File: src/hdl/ctg_pkg.sv
// Shared types, codes and helpers for the colored text glyph layout block.
`timescale 1ns / 1ps
`default_nettype none

package ctg_pkg;

  localparam int GLYPH_ENTRIES_DEF = 128;
  localparam int CFG_IDX_W         = 3;
  localparam int CFG_DATA_W        = 8;

  // Character codes with a fixed meaning
  localparam logic [7:0] CODE_NUL      = 8'd0;
  localparam logic [7:0] CODE_NEWLINE  = 8'd10;
  localparam logic [7:0] CODE_SPACE    = 8'd32;
  localparam logic [7:0] CODE_QUESTION = 8'd63;

  // Offset of the last of the nine color codes from the base code
  localparam logic [7:0] COLOR_SPAN = 8'd8;

  localparam logic [7:0] SPACE_WIDTH_RST     = 8'd8;
  localparam logic [7:0] LINE_HEIGHT_RST     = 8'd16;
  localparam logic [6:0] FIRST_PRINTABLE_RST = 7'd32;
  localparam logic [6:0] LAST_PRINTABLE_RST  = 7'd126;
  localparam logic [4:0] COLOR_CODE_BASE_RST = 5'd1;

  typedef enum logic [1:0] {
    OP_LOAD  = 2'd0,
    OP_START = 2'd1,
    OP_CHAR  = 2'd2
  } ctg_op_e;

  typedef enum logic {
    KIND_GLYPH = 1'b0,
    KIND_END   = 1'b1
  } ctg_kind_e;

  typedef enum logic [CFG_IDX_W-1:0] {
    CFG_SPACE_WIDTH     = 3'd0,
    CFG_LINE_HEIGHT     = 3'd1,
    CFG_FIRST_PRINTABLE = 3'd2,
    CFG_LAST_PRINTABLE  = 3'd3,
    CFG_COLOR_CODE_BASE = 3'd4
  } ctg_cfg_idx_e;

  typedef struct packed {
    logic [7:0] space_width;
    logic [7:0] line_height;
    logic [6:0] first_printable;
    logic [6:0] last_printable;
    logic [4:0] color_code_base;
  } ctg_cfg_t;

  typedef struct packed {
    logic [11:0] left;
    logic [11:0] top;
    logic [11:0] right;
    logic [11:0] bottom;
  } ctg_rect_t;

  typedef struct packed {
    ctg_kind_e   kind;
    logic [15:0] dest_left;
    logic [15:0] dest_top;
    logic [15:0] dest_right;
    logic [15:0] dest_bottom;
    ctg_rect_t   src;
    logic [3:0]  color_index;
  } ctg_result_t;

  // Clamp an 18-bit signed sum to the 16-bit signed range
  function automatic logic [15:0] sat16(input logic [17:0] v);
    logic [15:0] r;
    if (!v[17] && (v[16:15] != 2'b00)) begin
      r = 16'h7fff;
    end else if (v[17] && (v[16:15] != 2'b11)) begin
      r = 16'h8000;
    end else begin
      r = v[15:0];
    end
    return r;
  endfunction

endpackage

`default_nettype wire

File: src/hdl/ctg_cfg_regs.sv
// Configuration register file of the text layout block.
`timescale 1ns / 1ps
`default_nettype none

module ctg_cfg_regs (
  input  wire logic                          clk_i,
  input  wire logic                          rst_ni,
  input  wire logic                          cfg_we_i,
  input  wire logic [ctg_pkg::CFG_IDX_W-1:0] cfg_index_i,
  input  wire logic [ctg_pkg::CFG_DATA_W-1:0] cfg_data_i,
  output ctg_pkg::ctg_cfg_t                  cfg_o
);

  ctg_pkg::ctg_cfg_t cfg_q, cfg_d;

  always_comb begin
    cfg_d = cfg_q;
    if (cfg_we_i) begin
      unique case (ctg_pkg::ctg_cfg_idx_e'(cfg_index_i))
        ctg_pkg::CFG_SPACE_WIDTH:     cfg_d.space_width     = cfg_data_i;
        ctg_pkg::CFG_LINE_HEIGHT:     cfg_d.line_height     = cfg_data_i;
        ctg_pkg::CFG_FIRST_PRINTABLE: cfg_d.first_printable = cfg_data_i[6:0];
        ctg_pkg::CFG_LAST_PRINTABLE:  cfg_d.last_printable  = cfg_data_i[6:0];
        ctg_pkg::CFG_COLOR_CODE_BASE: cfg_d.color_code_base = cfg_data_i[4:0];
        default: ;
      endcase
    end
  end

  always_ff @(posedge clk_i or negedge rst_ni) begin
    if (!rst_ni) begin
      cfg_q.space_width     <= ctg_pkg::SPACE_WIDTH_RST;
      cfg_q.line_height     <= ctg_pkg::LINE_HEIGHT_RST;
      cfg_q.first_printable <= ctg_pkg::FIRST_PRINTABLE_RST;
      cfg_q.last_printable  <= ctg_pkg::LAST_PRINTABLE_RST;
      cfg_q.color_code_base <= ctg_pkg::COLOR_CODE_BASE_RST;
    end else begin
      cfg_q <= cfg_d;
    end
  end

  assign cfg_o = cfg_q;

endmodule

`default_nettype wire

File: config.mk
export PLATFORM = sky130hd
export DESIGN_NAME = ctg_cfg_regs
export DESIGN_NICKNAME = d
export VERILOG_FILES = /design/src/hdl/ctg_pkg.sv /design/src/hdl/ctg_cfg_regs.sv
export SDC_FILE = /design/constraint.sdc
export NUM_CORES = 1
export LEC_CHECK = 0
export ABC_AREA = 1
export BUFFER_PORTS_ARGS = -buffer_cell sky130_fd_sc_hd__buf_2
export CORE_ASPECT_RATIO = 0.5
export CORE_MARGIN = 4
export CORE_UTILIZATION = 44
export CTS_CLUSTER_DIAMETER = 60
export DETAILED_ROUTE_END_ITERATION = 12
export PLACE_DENSITY = 0.74
export RECOVER_POWER = 100
export SYNTH_ARGS = -nofsm -noshare
export SYNTH_HDL_FRONTEND = slang
export SYNTH_SLANG_ARGS = --single-unit
File: constraint.sdc
create_clock -name clk_i -period 0.8 [get_ports clk_i]
set_clock_uncertainty 0.1 [all_clocks]
set_input_delay 0 -clock clk_i [delete_from_list [all_inputs] [get_ports clk_i]]
set_output_delay 0 -clock clk_i [all_outputs]
set_load 0.1 [all_outputs]
==> qor.csv <==
metric,value,unit
grt_usage,25.5,%
mostFrequentLayoutCell,nand2_2,
p_leak,1.33,nW
violations,"negative hold slack, negative setup slack",
cts_root_buf,clkbuf_8,
largest_reg_flops,35,
clock_path_buffers,2,
post-dp-hpwl,3.22,mm
start_kind,flop,
first_pass_iters,4,
synth_cells,162,
reg2reg_slack,-0.21,ns
grt_pass1_wl,8.29,mm
die_w,89.4,um
min_period,1.21,ns
timing.fmax,826,MHz
pin_count,49,
ant_nets,0,
critical_path_buf_inv_count,1,
htreeDepth,2,
syn_nets,176,
layout-drive-gt1-share,66.9,%
worst_pin_slew,0.374,ns
first_global_vias,1591,
gp_congestion,0.816,
synth.distinct_cells,12,
fin_ws,-0.410,ns
vdd_drop_max,2700,uV
overflow,0,
timing.hold.ws,-0.0992,ns
period_share,151,%
crit_arrival,1.11,ns
postPlaceCellArea,2490,um^2
drc,0,
ys.warnings.count,0,
grt_max_degree,36,
maxCapViolations,0,
area_growth,96.1,%
slowest_stage,dfstp_4,
rsz0062_at_grt,true,
critPathKind,flop to primary output,
finalNetCount,255,
slew_viol_final,0,
design.die.area,4350,um^2
numCtsBuffers,5,
row_count,14,
clk-insertion-delay-late,0.29,ns
path_clk_slew,0.07,ns
hp-class,input port to flop,
wire_per_inst,22.0,um
io_buffers,48,
die_height,48.7,um
syn_area_per_cell,9.00,um^2
worstSetupEndpointType,primary output,
cellPowerDensity,3200,nW/um^2
netlist_area,1460,um^2
vias,1574,
antenna_found_initial,0,
slowest_delay,0.64,ns
cts_tree,done,
coreArea,3080,um^2
required,0.70,ns
num_antenna_cells,0,
status,"finished, violations left",
clock-sinks,35,
wirelength,6.21,mm
synth_seq_area_share,60.9,%
layout_common_cells,"42 x nand2_2, 40 x nand2_1, 35 x buf_12",
finalHoldViolCount,6,
drt_iter0_drc,66,
setup_viol,69,
finalInstanceArea,2860,um^2
hold_buffers,8,
synth_seq_cells,35,
path_cells,buf_12,
slew-limit-headroom,75.0,%
total_power,9.14,mW
drt-vias-per-instance,5.58,
cpLargestDelayFamily,flip-flops,
crit_fanout,2,
start_util,47.3,%
-- synth_stat cells --
library cell / n / area, um^2
buf_2: 1 / 5.00
buf_4: 2 / 15.0
dfrtp_1: 25 / 626
dfstp_2: 10 / 263
inv_1: 2 / 7.51
inv_2: 4 / 15.0
nand2_1: 82 / 308
nand2_2: 3 / 18.8
nand3_1: 28 / 140
nor2_2: 1 / 6.26
nor2_4: 3 / 33.8
nor2_8: 1 / 20.0
-- logic make-up (layout without fill, tap and decap cells) --
group / Yosys count / in the layout / share of synthesized area (%)
AND/OR/NAND/NOR: 118 / 118 / 36.1
flip-flops: 35 / 35 / 60.9
buffers and inverters: 9 / 89 / 2.92
-- through the flow --
stage / hold slack, ns / setup TNS (ns) / std cells / util (%) / worst slack (ns)
CTS: -0.0936 / -11.94 / 278 / 87.9 / -0.403
global placement: -0.134 / -3.04 / 260 / 80.8 / -0.121
finish: -0.0992 / -13.93 / 282 / 92.7 / -0.410
floorplan: -0.396 / -7.10 / 162 / - / -0.261
detailed placement: -0.113 / -4.85 / 260 / 80.8 / -0.233
global route: -0.100 / -15.12 / 282 / 92.7 / -0.431
-- final timing paths --
kind,from,to,depth (start not counted)
setup / recovery,cfg_o[30]$_DFFE_PN1P_,cfg_o[30],1
min in group asynchronous,rst_ni,cfg_o[21]$_DFFE_PN0P_,3
hold reg to reg,cfg_o[5]$_DFFE_PN0P_,cfg_o[5]$_DFFE_PN0P_,2
hold / removal,cfg_data_i[1],cfg_o[6]$_DFFE_PN1P_,3
setup reg to reg,cfg_o[23]$_DFFE_PN1P_,cfg_o[23]$_DFFE_PN1P_,3
max in group asynchronous,rst_ni,cfg_o[9]$_DFFE_PN1P_,3
-- cell type report --
type | instances | area (um^2)
Inverter | 6 | 22.5
Clock buffer | 7 | 86.3
Sequential cell | 35 | 1020
Tap cell | 40 | 50.0
Multi-Input combinational cell | 118 | 647
Fill cell | 92 | 224
Clock inverter | 1 | 5.00
Timing Repair Buffer | 75 | 1030
-- routing by layer --
metal  part of all wire [%]  up-vias  track usage (%)
li1                       -      667                -
met1                     36      760             29.9
met2                     49      108             43.3
met3                    8.6       39             6.78
met4                    5.8        0             11.9
met5                      0        -                0
-- power by group --
group          switching, mW  total (mW)  internal [mW]  leakage (nW)
registers              0.466        2.86           2.39         0.393
clock network          0.690        1.39          0.695        0.0482
logic                   3.20        4.89           1.70         0.886
total                   4.35        9.14           4.78          1.33
-- timing repair --
action,4_1_cts,5_1_grt
pin swaps,0,9
hold endpoints to repair,70,5
resized for setup,11,44
buffers inserted,2,6
endpoints found under the setup margin,69,69
Note: power is estimated with default switching activity, not from simulation.
