$ cat config.mk
export PLATFORM = sky130hd
export DESIGN_NAME = ctg_pen
export DESIGN_NICKNAME = d
export VERILOG_FILES = /design/src/hdl/ctg_pkg.sv /design/src/hdl/ctg_pen.sv
export SDC_FILE = /design/constraint.sdc
export NUM_CORES = 1
export LEC_CHECK = 0
export BUFFER_PORTS_ARGS = -buffer_cell sky130_fd_sc_hd__buf_2
export CORE_ASPECT_RATIO = 1.25
export CORE_MARGIN = 2
export CORE_UTILIZATION = 30
export CTS_CLUSTER_SIZE = 14
export DETAILED_ROUTE_END_ITERATION = 6
export GPL_ROUTABILITY_DRIVEN = 0
export PLACE_DENSITY = 0.52
export SYNTH_ARGS = -nofsm -noshare
export SYNTH_HDL_FRONTEND = slang
export SYNTH_SLANG_ARGS = --single-unit
$ cat constraint.sdc
create_clock -name clk_i -period 13.9 [get_ports clk_i]
set_clock_uncertainty 0.1 [all_clocks]
set_input_delay 1.39 -clock clk_i [delete_from_list [all_inputs] [get_ports clk_i]]
set_output_delay 1.39 -clock clk_i [all_outputs]
set_load 0.05 [all_outputs]
$ cat src/hdl/ctg_pkg.sv
// Shared types, codes and helpers for the colored text glyph layout block.
`timescale 1ns / 1ps
`default_nettype none

package ctg_pkg;

  localparam int GLYPH_ENTRIES_DEF = 128;
  localparam int CFG_IDX_W         = 3;
  localparam int CFG_DATA_W        = 8;

  // Character codes with a fixed meaning
  localparam logic [7:0] CODE_NUL      = 8'd0;
  localparam logic [7:0] CODE_NEWLINE  = 8'd10;
  localparam logic [7:0] CODE_SPACE    = 8'd32;
  localparam logic [7:0] CODE_QUESTION = 8'd63;

  // Offset of the last of the nine color codes from the base code
  localparam logic [7:0] COLOR_SPAN = 8'd8;

  localparam logic [7:0] SPACE_WIDTH_RST     = 8'd8;
  localparam logic [7:0] LINE_HEIGHT_RST     = 8'd16;
  localparam logic [6:0] FIRST_PRINTABLE_RST = 7'd32;
  localparam logic [6:0] LAST_PRINTABLE_RST  = 7'd126;
  localparam logic [4:0] COLOR_CODE_BASE_RST = 5'd1;

  typedef enum logic [1:0] {
    OP_LOAD  = 2'd0,
    OP_START = 2'd1,
    OP_CHAR  = 2'd2
  } ctg_op_e;

  typedef enum logic {
    KIND_GLYPH = 1'b0,
    KIND_END   = 1'b1
  } ctg_kind_e;

  typedef enum logic [CFG_IDX_W-1:0] {
    CFG_SPACE_WIDTH     = 3'd0,
    CFG_LINE_HEIGHT     = 3'd1,
    CFG_FIRST_PRINTABLE = 3'd2,
    CFG_LAST_PRINTABLE  = 3'd3,
    CFG_COLOR_CODE_BASE = 3'd4
  } ctg_cfg_idx_e;

  typedef struct packed {
    logic [7:0] space_width;
    logic [7:0] line_height;
    logic [6:0] first_printable;
    logic [6:0] last_printable;
    logic [4:0] color_code_base;
  } ctg_cfg_t;

  typedef struct packed {
    logic [11:0] left;
    logic [11:0] top;
    logic [11:0] right;
    logic [11:0] bottom;
  } ctg_rect_t;

  typedef struct packed {
    ctg_kind_e   kind;
    logic [15:0] dest_left;
    logic [15:0] dest_top;
    logic [15:0] dest_right;
    logic [15:0] dest_bottom;
    ctg_rect_t   src;
    logic [3:0]  color_index;
  } ctg_result_t;

  // Clamp an 18-bit signed sum to the 16-bit signed range
  function automatic logic [15:0] sat16(input logic [17:0] v);
    logic [15:0] r;
    if (!v[17] && (v[16:15] != 2'b00)) begin
      r = 16'h7fff;
    end else if (v[17] && (v[16:15] != 2'b11)) begin
      r = 16'h8000;
    end else begin
      r = v[15:0];
    end
    return r;
  endfunction

endpackage

`default_nettype wire

$ cat src/hdl/ctg_pen.sv
// Pen and color state with the per-item layout decision and result build.
`timescale 1ns / 1ps
`default_nettype none

module ctg_pen (
  input  wire logic               clk_i,
  input  wire logic               rst_ni,
  input  wire logic               valid_i,
  input  wire logic               advance_i,
  input  wire logic [1:0]         op_i,
  input  wire logic [7:0]         code_i,
  input  wire logic [15:0]        origin_x_i,
  input  wire logic [15:0]        origin_y_i,
  input  wire ctg_pkg::ctg_rect_t glyph_i,
  input  wire ctg_pkg::ctg_cfg_t  cfg_i,
  output logic                    has_result_o,
  output ctg_pkg::ctg_result_t    result_o
);

  logic [15:0] pen_x_q, pen_x_d;
  logic [15:0] pen_y_q, pen_y_d;
  logic [15:0] line_x_q, line_x_d;
  logic [3:0]  color_q, color_d;

  logic [7:0]  color_lo;
  logic [7:0]  color_hi;
  logic [7:0]  color_off;
  logic        is_color;
  logic [12:0] width;
  logic [12:0] height;
  logic [17:0] pen_x_ext;
  logic [17:0] pen_y_ext;
  logic [17:0] right_sum;
  logic [17:0] bottom_sum;
  logic [17:0] next_x_sum;
  logic [17:0] space_sum;
  logic [17:0] line_sum;

  assign color_lo  = {3'b000, cfg_i.color_code_base};
  assign color_hi  = color_lo + ctg_pkg::COLOR_SPAN;
  assign color_off = code_i - color_lo;
  assign is_color  = (code_i >= color_lo) && (code_i <= color_hi);

  // Width and height may be negative for an inverted rectangle
  assign width  = {1'b0, glyph_i.right} - {1'b0, glyph_i.left};
  assign height = {1'b0, glyph_i.bottom} - {1'b0, glyph_i.top};

  assign pen_x_ext  = {{2{pen_x_q[15]}}, pen_x_q};
  assign pen_y_ext  = {{2{pen_y_q[15]}}, pen_y_q};
  assign right_sum  = pen_x_ext + {{5{width[12]}}, width};
  assign bottom_sum = pen_y_ext + {{5{height[12]}}, height};
  assign next_x_sum = right_sum + 18'd1;
  assign space_sum  = pen_x_ext + {10'd0, cfg_i.space_width};
  assign line_sum   = pen_y_ext + {10'd0, cfg_i.line_height};

  always_comb begin
    pen_x_d      = pen_x_q;
    pen_y_d      = pen_y_q;
    line_x_d     = line_x_q;
    color_d      = color_q;
    has_result_o = 1'b0;

    result_o.kind        = ctg_pkg::KIND_GLYPH;
    result_o.dest_left   = pen_x_q;
    result_o.dest_top    = pen_y_q;
    result_o.dest_right  = ctg_pkg::sat16(right_sum);
    result_o.dest_bottom = ctg_pkg::sat16(bottom_sum);
    result_o.src         = glyph_i;
    result_o.color_index = color_q;

    if (valid_i) begin
      case (op_i)
        ctg_pkg::OP_START: begin
          pen_x_d  = origin_x_i;
          pen_y_d  = origin_y_i;
          line_x_d = origin_x_i;
          color_d  = '0;
        end
        ctg_pkg::OP_CHAR: begin
          if (code_i == ctg_pkg::CODE_SPACE) begin
            pen_x_d = ctg_pkg::sat16(space_sum);
          end else if (code_i == ctg_pkg::CODE_NEWLINE) begin
            pen_x_d = line_x_q;
            pen_y_d = ctg_pkg::sat16(line_sum);
          end else if (is_color) begin
            color_d = color_off[3:0];
          end else if (code_i == ctg_pkg::CODE_NUL) begin
            has_result_o         = 1'b1;
            result_o.kind        = ctg_pkg::KIND_END;
            result_o.dest_right  = pen_x_q;
            result_o.dest_bottom = pen_y_q;
            result_o.src         = '0;
          end else begin
            has_result_o = 1'b1;
            pen_x_d      = ctg_pkg::sat16(next_x_sum);
          end
        end
        default: ;
      endcase
    end
  end

  always_ff @(posedge clk_i or negedge rst_ni) begin
    if (!rst_ni) begin
      pen_x_q  <= '0;
      pen_y_q  <= '0;
      line_x_q <= '0;
      color_q  <= '0;
    end else if (advance_i) begin
      pen_x_q  <= pen_x_d;
      pen_y_q  <= pen_y_d;
      line_x_q <= line_x_d;
      color_q  <= color_d;
    end
  end

endmodule

`default_nettype wire
==> impl_metrics.toml, run 1 <==
[run_status]
status = "finished clean"

[clock_network]
cts_root_buf = "clkbuf_16"
cts_tree = "built"
htreeDepth = 2
cts_setup_buffers = 0
cts_buffers = 5
clockBufferDepth = 2
cts.sinks = 52
cts_hold_buf = 0
clk_pin_slew_ps = 70
ctsResizeCount = 0
clock_latency_ps = 300

[sta]
fin_crit_ps = 8370
worst_slack_ps = 5530
fmax_ghz = 0.120
fin_crit_sh_pct = 60.2
hold_viol_final = 0
relSlewSlack_pct = 20.6
finalSetupViolCount = 0
holdWs_ps = 379
setup_tns_ps = 0
rsz0062_at_grt = "no"
worst_pin_slew_ps = 1160
slew_violations = 0

[logic_synthesis]
synth_top_family_by_area = "compound AO/OA/AOI/OAI gates"
synth.top_cell.area_share_pct = 15.9
yosys_register_bits = 52
synthFlopType = "dfrtp_1"
yosys-top-cells-count = "nor2_1 (115), o21ai_0 (101), inv_1 (86), nand2_1 (86), ha_1 (84)"
synthTopCellsByArea = "dfrtp_1 (16%), ha_1 (13%), o21ai_0 (6.2%)"
avgSynthCellArea_um2 = 7.47
synthSimpleGateAreaFrac_pct = 22.3
synth_compound_area_share_pct = 31.4
synthDistinctLibCells = 80
syn-cell-area_um2 = 8170
syn_nets = 1313
muxShareOfSynthArea_pct = 2.40
synth_fa_ha_area_share_pct = 14.6
yosysMostFrequentCell = "nor2_1"
synth_xor_area_share_pct = 6.97
synth_edf_count = 0
async_reset_ff_share_pct = 100
ys_seq_area_share_pct = 15.9
synth_cells = 1093
yosysTopAreaCell = "dfrtp_1"
ys_warn_count = 0

[drt]
via_per_inst = 5.39
route.vias.total = 8865
drt_first_pass_iters = 5
routed_wl_mm = 29.1
wl_per_cell_um = 17.7
drc = 0
first_iter_violations = 415
drtAntennaViolNets = 0

[worst_setup_path]
critPathBufInv = 3
critPathMaxStageDelay_ps = 880
required_ps = 12410
path_common_cell = "o21ai_0"
timing.rr.end = "pen_x_q[9]"
cp-end-kind = "output pin"
r2r_slack_ps = 9250
critPathKind = "input port to output pin"
crit_fanout = 11
worstSetupStartpointType = "input port"
reg2reg_from = "pen_x_q[0]"
arrival_ps = 6880
ff2ff_path_depth = 12
cp_slowest_cell = "o41ai_1"
cp_cell_sequence = "buf_2 -> inv_1 -> ha_1 -> fa_1 -> nor2b_1 -> o21ai_0 -> a21boi_0 -> o21ai_0 -> a21boi_0 -> o21a_1 -> o21ai_0 -> a21oi_1 -> o41ai_1 -> ha_1 -> a21o_1 -> a211oi_1 -> and4_1 -> or2_2 -> nor2_1 -> o21ai_0 -> o21ai_0 -> buf_2"
path_delay_family = "compound AO/OA/AOI/OAI gates"

[power]
p_per_area_nw_per_um2 = 245
power_frac_seq_pct = 12.3
finalPower_mw = 2.40
p_comb_share_pct = 81.6
netSwitchingPower_mw = 1.54
internal_power_mw = 0.862
static-leakage-power_nw = 4.45
p_sw_share_pct = 64.1
max-vdd-ir-drop_mv = 0.331
pwr-share-clk_pct = 6.1

[hold_path]
hold_class = "flip-flop to flip-flop"
hold_start = "color_q[0]"
holdPathEnd = "color_q[0]"
min_path_cells = 2

[floorplanning]
initial_core_util_pct = 30.5
num_io_pins = 247
core_area_um2 = 26800
fp.dieW_um = 152
die_height_um = 188
rows = 67
die_area_um2 = 28600

[final_layout]
nNetsFinal = 1517
drive_above_1_share_pct = 23.5
area.growth.synth_to_final_pct = 20.1
final_util_pct = 36.6
n_fill_cell = 2915

[global_route]
overflow = 0
grt_pass1_wl_mm = 45.0
grt_pass1_vias = 8371
grt_util_all_layers_pct = 19.8
antenna_found_initial = 1
grt_max_degree = 53

[placement]
io_buffers = 232
hpwl_mm = 23.0
dpl_worst_slack_ps = 5630

[flow_run]
drv_cap = 0
metal layers:
layer  GRT usage, %  wire length [um]  up-vias
met3           1.60              1060       41
met1           24.1             12000     4194
met2           36.6             15200      229
met4           5.66               775        0
met5              0                 0        -
li1               -                 -     4401
worst min-delay path, cell delays in order (launching register included):
cell     delay, ps
dfrtp_1        350
nand2_1         50
o31ai_1         50
worst max-delay path by stage:
| stage | cells past startpoint | end | startpoint | slack [ps] |
|---|---|---|---|---|
| CTS | 22 | result_o[71] | glyph_i[12] | 5610 |
| detailed placement | 22 | result_o[71] | glyph_i[12] | 5630 |
| finish | 22 | result_o[71] | glyph_i[12] | 5530 |
| global placement | 22 | result_o[71] | glyph_i[12] | 5650 |
| floorplan | 22 | result_o[71] | glyph_i[12] | 6200 |
| global route | 22 | result_o[71] | glyph_i[12] | 5040 |
sequential cells by signal, indices dropped and copies added (netlist names):
signal / cells
line_x_q: 16
pen_y_q: 16
color_q: 4
pen_x_q: 16
placed cells by master (no fill, tap or decap), types with 42 or more instances in the layout:
cell type and count:
inv_1 85, buf_2 232, nor2_1 115, xnor2_1 42
nand2_1 86, ha_1 84, a21oi_1 65, dfrtp_1 52
o21ai_0 101
cells by family (layout without fill, tap and decap cells):
group | Yosys count | in the layout
buffers and inverters | 132 | 337
flip-flops | 52 | 52
AO/OA/AOI/OAI | 367 | 367
adder cells (fa/ha/maj) | 91 | 91
multiplexers | 18 | 18
XOR/XNOR | 65 | 65
AND/OR/NAND/NOR | 368 | 368
other | 0 | 2
power by group through the flow:
stage | registers (mW) | logic, mW | clock network (mW)
after floorplan | 0.368 | 1.42 | 0
after global placement | 0.301 | 1.95 | 0
after detailed placement | 0.302 | 1.96 | 0
after CTS | 0.298 | 1.97 | 0.150
after global routing | 0.304 | 2.12 | 0.155
final | 0.296 | 1.96 | 0.146
layout make-up:
class                           instances  area, um^2  area share [%]
Clock buffer                            5         125            1.27
Antenna cell                            2        5.00          0.0510
Inverter                               86         323            3.29
Clock inverter                          3        42.5           0.433
Sequential cell                        52        1300            13.3
Tap cell                              345         432            4.40
Timing Repair Buffer                  243        1240            12.7
Multi-Input combinational cell        909        6340            64.6
stage by stage:
step	instances	area, um^2
floorplan	1093	8170
global placement	1635	9640
detailed placement	1635	9640
CTS	1643	9810
global route	1644	9810
finish	1645	9810
Note: power is estimated with default switching activity, not from simulation.
==> run 2, diff against run 1 <==
==> constraint.sdc (replaced) <==
create_clock -name clk_i -period 8.45 [get_ports clk_i]
set_clock_uncertainty 0.1 [all_clocks]
set_input_delay 0.845 -clock clk_i [delete_from_list [all_inputs] [get_ports clk_i]]
set_output_delay 0.845 -clock clk_i [all_outputs]
set_load 0.05 [all_outputs]
==> run 2 against run 1 <==
Against the previous run:
- sequential cell count is the same
- global-route usage is essentially flat
- register-to-register slack lost 5400 ps
- worst hold slack gained 1.3 ps
- utilization grew 0.11 points
- final area grew 0.29%
- clock power grew 65%
- worst setup slack lost 4400 ps
- first-iteration DRC count grew 4.1%
- sequential share of layout area is essentially flat
- die area is the same
- via count grew 0.52%
==> impl_metrics.toml, run 2 (synthesis results as in run 1) <==
[worst_setup_path]
required_ps = 7510
cp-end-kind = "output pin"
worstSetupStartpointType = "input port"
critPathKind = "input port to output pin"
arrival_ps = 6390
crit_fanout = 11

[power]
internal_power_mw = 1.43
p_per_area_nw_per_um2 = 404
finalPower_mw = 3.97
p_sw_share_pct = 64.0
netSwitchingPower_mw = 2.54
max-vdd-ir-drop_mv = 0.564
power_frac_seq_pct = 11.9
pwr-share-clk_pct = 6.1
static-leakage-power_nw = 4.47
p_comb_share_pct = 82.1

[placement]
hpwl_mm = 23.2
post-place-cells = 1639
io_buffers = 232

[clock_network]
clockBufferDepth = 2
cts.sinks = 52
cts_buffers = 5
cts_setup_buffers = 0
clk_pin_slew_ps = 60
cts_root_buf = "clkbuf_16"
clock_latency_ps = 300
ctsResizeCount = 0
htreeDepth = 2
cts_hold_buf = 0
cts_tree = "built"

[drt]
drt_first_pass_iters = 5
drtAntennaViolNets = 0
wl_per_cell_um = 17.8
drc = 0
first_iter_violations = 432
routed_wl_mm = 29.4
via_per_inst = 5.40
route.vias.total = 8911

[hold_path]
hold_class = "flip-flop to flip-flop"

[final_layout]
multi_input_area_um2 = 6340
n_fill_cell = 2899
largest_registers = "line_x_q (16), pen_x_q (16), pen_y_q (16)"
regArea_um2 = 1300
drive_above_1_share_pct = 23.7
area.growth.synth_to_final_pct = 20.5
final_cell_mix = "buf_2 (232), nor2_1 (115), o21ai_0 (101), nand2_1 (86), inv_1 (85)"
final_common_cell = "buf_2"
nNetsFinal = 1521
finalNonFillerCells = 1650

[global_route]
grt_pass1_wl_mm = 44.8
grt_max_degree = 53
antenna_found_initial = 1
grt_util_all_layers_pct = 19.8
overflow = 0
grt_pass1_vias = 8451

[sta]
relSlewSlack_pct = 22.0
fin_crit_sh_pct = 86.8
worst_pin_slew_ps = 1160
fin_crit_ps = 7340
finalSetupViolCount = 0
rsz0062_at_grt = "no"
hold_viol_final = 0
fmax_ghz = 0.136
slew_violations = 0
setup_tns_ps = 0

[floorplanning]
rows = 67
fp.dieW_um = 152
die_height_um = 188
core_area_um2 = 26800
die_area_um2 = 28600
initial_core_util_pct = 30.5
num_io_pins = 247

[run_status]
status = "finished clean"

[flow_run]
drv_cap = 0
## run 2: changes by cell type in the layout (fill, tap and decap cells not counted)
cell	before	now
clkinvlp_4	1	0
diode_2	2	3
clkbuf_1	0	1
buf_4	11	15
## run 2: worst max-delay path, cell delays in order
cell and delay (ps):
buf_2 100, inv_1 70, ha_1 190, fa_1 210, nor2b_1 50, o21ai_0 190, a21boi_0 150, o21ai_0 240
a21boi_0 160, o21a_1 200, o21ai_0 310, a21oi_1 120, o41ai_1 930, ha_1 400, a21o_1 150, a211oi_1 70
and4_1 220, or2_2 340, nor2_1 670, o21ai_0 260, o21ai_0 200, buf_2 310
## run 2: final timing paths
| path | slack, ps | depth (start not counted) | end | startpoint |
|---|---|---|---|---|
| max | 1110 | 22 | result_o[71] | glyph_i[12] |
| min | 380 | 2 | color_q[0] | color_q[0] |
| max reg2reg | 3880 | 12 | pen_x_q[9] | pen_x_q[0] |
| min reg2reg | 380 | 2 | color_q[0] | color_q[0] |
| max in group asynchronous | 7160 | 2 | pen_y_q[9] | rst_ni |
| min in group asynchronous | 570 | 2 | line_x_q[13] | rst_ni |
## run 2: layout make-up
class,count,share of cell area [%]
sequential,52,13.2
multi-input combinational,909,64.4
antenna,3,0.0763
inverter,86,3.28
tap,345,4.39
timing repair buffer,247,12.9
clock inverter,2,0.356
clock buffer,6,1.31
## run 2: per-stage QoR
stage | util [%] | hold WS [ps] | setup slack [ps] | instance area [um^2]
after floorplan | - | 350 | 1840 | 8170
after global placement | 36.1 | 361 | 1290 | 9670
after detailed placement | 36.1 | 367 | 1230 | 9670
after CTS | 36.7 | 382 | 1220 | 9840
after global routing | 36.7 | 404 | 631 | 9840
final | 36.7 | 381 | 1110 | 9840
## run 2: power by group through the flow
stage                     registers (mW)  logic [mW]  clock network, mW
after detailed placement           0.481        3.25                  0
after global routing               0.484        3.52              0.258
final                              0.473        3.26              0.241
after CTS                          0.476        3.27              0.248
after global placement             0.479        3.24                  0
after floorplan                    0.606        2.34                  0
## run 2: per-layer routing
| layer | track usage, % | vias up | share of wire (%) | wire length, um |
|---|---|---|---|---|
| li1 | - | 4398 | - | - |
| met1 | 23.5 | 4192 | 41 | 11900 |
| met2 | 36.0 | 261 | 51 | 15000 |
| met3 | 2.08 | 60 | 4.6 | 1340 |
| met4 | 7.62 | 0 | 4.0 | 1170 |
| met5 | 0 | - | 0 | 0 |
==> run 3, diff against run 2 <==
==> constraint.sdc (replaced) <==
create_clock -name clk_i -period 8.45 [get_ports clk_i]
set_clock_uncertainty 0.1 [all_clocks]
set_input_delay 1.69 -clock clk_i [delete_from_list [all_inputs] [get_ports clk_i]]
set_output_delay 1.69 -clock clk_i [all_outputs]
set_load 0.05 [all_outputs]
==> run 3 against run 2 <==
Against the previous run:
- sequential share of layout area decreased by 0.093 points
- maximum frequency decreased by 8.9%
- critical path depth increased by 2
- sequential cell count unchanged
- utilization grew 0.26 points
- clock-buffer cell count did not move
- final area up 0.71%
- routed wire length is 0.16% lower
- final cell count grew 0.12%
- clock power about the same
- via count down 1.1%
- highest routed layer unchanged
==> impl_metrics.toml, run 3 (synthesis results as in run 1) <==
[floorplanning]
die_height_um = 188
die_area_um2 = 28600
num_io_pins = 247
fp.dieW_um = 152
initial_core_util_pct = 30.5
core_area_um2 = 26800
rows = 67

[worst_setup_path]
worstSetupStartpointType = "input port"
cp_cell_sequence = "buf_2 -> inv_1 -> ha_1 -> inv_1 -> fa_1 -> a21o_1 -> a21oi_1 -> o21ai_0 -> a21oi_1 -> o21bai_1 -> a21oi_1 -> o21bai_1 -> a2111oi_0 -> or3_1 -> ha_1 -> and2_1 -> a22o_1 -> o31a_1 -> and4b_1 -> nand3_1 -> a211oi_1 -> buf_4 -> o21ai_0 -> clkbuf_4"
arrival_ps = 6260
crit_fanout = 7
cp-end-kind = "output pin"
critPathKind = "input port to output pin"
timing.rr.end = "pen_x_q[1]"
path_delay_family = "compound AO/OA/AOI/OAI gates"
r2r_slack_ps = 4170
ff2ff_path_depth = 12
critPathMaxStageDelay_ps = 400
required_ps = 6660
critPathBufInv = 5
path_common_cell = "a21oi_1"
reg2reg_from = "pen_x_q[0]"
cp_slowest_cell = "fa_1"

[sta]
fin_crit_ps = 8050
worst_pin_slew_ps = 1160
worst_slack_ps = 398
fin_crit_sh_pct = 95.3
slew_violations = 0
relSlewSlack_pct = 20.4
hold_viol_final = 0
setup_tns_ps = 0
rsz0062_at_grt = "no"
finalSetupViolCount = 0
fmax_ghz = 0.124

[final_layout]
drive_above_1_share_pct = 24.3
nNetsFinal = 1525
final_common_cell = "buf_2"
largest_registers = "line_x_q (16), pen_x_q (16), pen_y_q (16)"
area.growth.synth_to_final_pct = 21.4
final_cell_mix = "buf_2 (224), nor2_1 (114), o21ai_0 (100), inv_1 (85), nand2_1 (85)"
final_util_pct = 37.0

[clock_network]
clockBufferDepth = 2
htreeDepth = 2
cts_buffers = 5
cts_root_buf = "clkbuf_16"
clock_latency_ps = 300
cts.sinks = 52
cts_tree = "built"
clk_pin_slew_ps = 70
cts_hold_buf = 0

[drt]
drtAntennaViolNets = 0
via_per_inst = 5.33
first_iter_violations = 392
routed_wl_mm = 29.3
drt_first_pass_iters = 5
route.vias.total = 8809
drc = 0
wl_per_cell_um = 17.8

[power]
p_per_area_nw_per_um2 = 406
static-leakage-power_nw = 4.51
max-vdd-ir-drop_mv = 0.485

[placement]
hpwl_mm = 23.2
dpl_worst_slack_ps = 106
io_buffers = 232

[flow_run]
drv_cap = 0

[global_route]
antenna_found_initial = 1
grt_pass1_vias = 8326
grt_pass1_wl_mm = 44.6
overflow = 0
grt_max_degree = 53
grt_util_all_layers_pct = 19.7

[hold_path]
hold_class = "flip-flop to flip-flop"
hold_start = "color_q[0]"
min_path_cells = 2
holdPathEnd = "color_q[0]"

[run_status]
status = "finished clean"
run 3: where the power goes:
group / internal (mW) / switching, mW / total [mW]
combinational: 1.01 / 2.29 / 3.30
clock: 0.140 / 0.0992 / 0.239
sequential: 0.319 / 0.168 / 0.487
run 3: how the worst max path moves through the flow:
stage,startpoint,cells past startpoint,end
after CTS,glyph_i[12],23,result_o[68]
after global routing,glyph_i[12],24,result_o[82]
after detailed placement,glyph_i[12],23,result_o[68]
after floorplan,glyph_i[12],22,result_o[71]
after global placement,glyph_i[12],23,result_o[68]
final,glyph_i[0],24,result_o[56]
run 3: metrics by stage:
step	cell area, um^2	hold slack [ps]	cells	total power [mW]
after detailed placement	9690	371	1642	3.75
after global placement	9690	360	1642	3.74
after floorplan	8170	350	1093	2.95
after global routing	9910	413	1652	4.31
final	9910	384	1652	4.03
after CTS	9860	388	1650	4.00
run 3: tightest hold or removal path, cell delays in order, from the launching register on:
cell	delay, ps
dfrtp_1	350
nand2_1	50
o31ai_1	50
run 3: metal layers:
metal	track usage [%]	vias up	part of all wire, %
li1	-	4413	-
met1	23.8	4152	42
met2	36.7	207	52
met3	1.48	37	3.4
met4	5.73	0	2.6
met5	0	-	0
run 3: area by class of cell:
cell class | instances | area [um^2]
fillers | 2915 | 16900
multi-input cells | 909 | 6370
repair buffers | 251 | 1320
flip-flops and latches | 52 | 1300
well taps | 345 | 432
inverters | 86 | 323
clock buffers | 6 | 129
clock inverters | 2 | 35.0
diodes | 1 | 2.50
run 3: repair_timing:
action / CTS / global route
setup endpoints to repair: 0 / 30
setup buffers: 0 / 1
gates resized for setup: 0 / 18
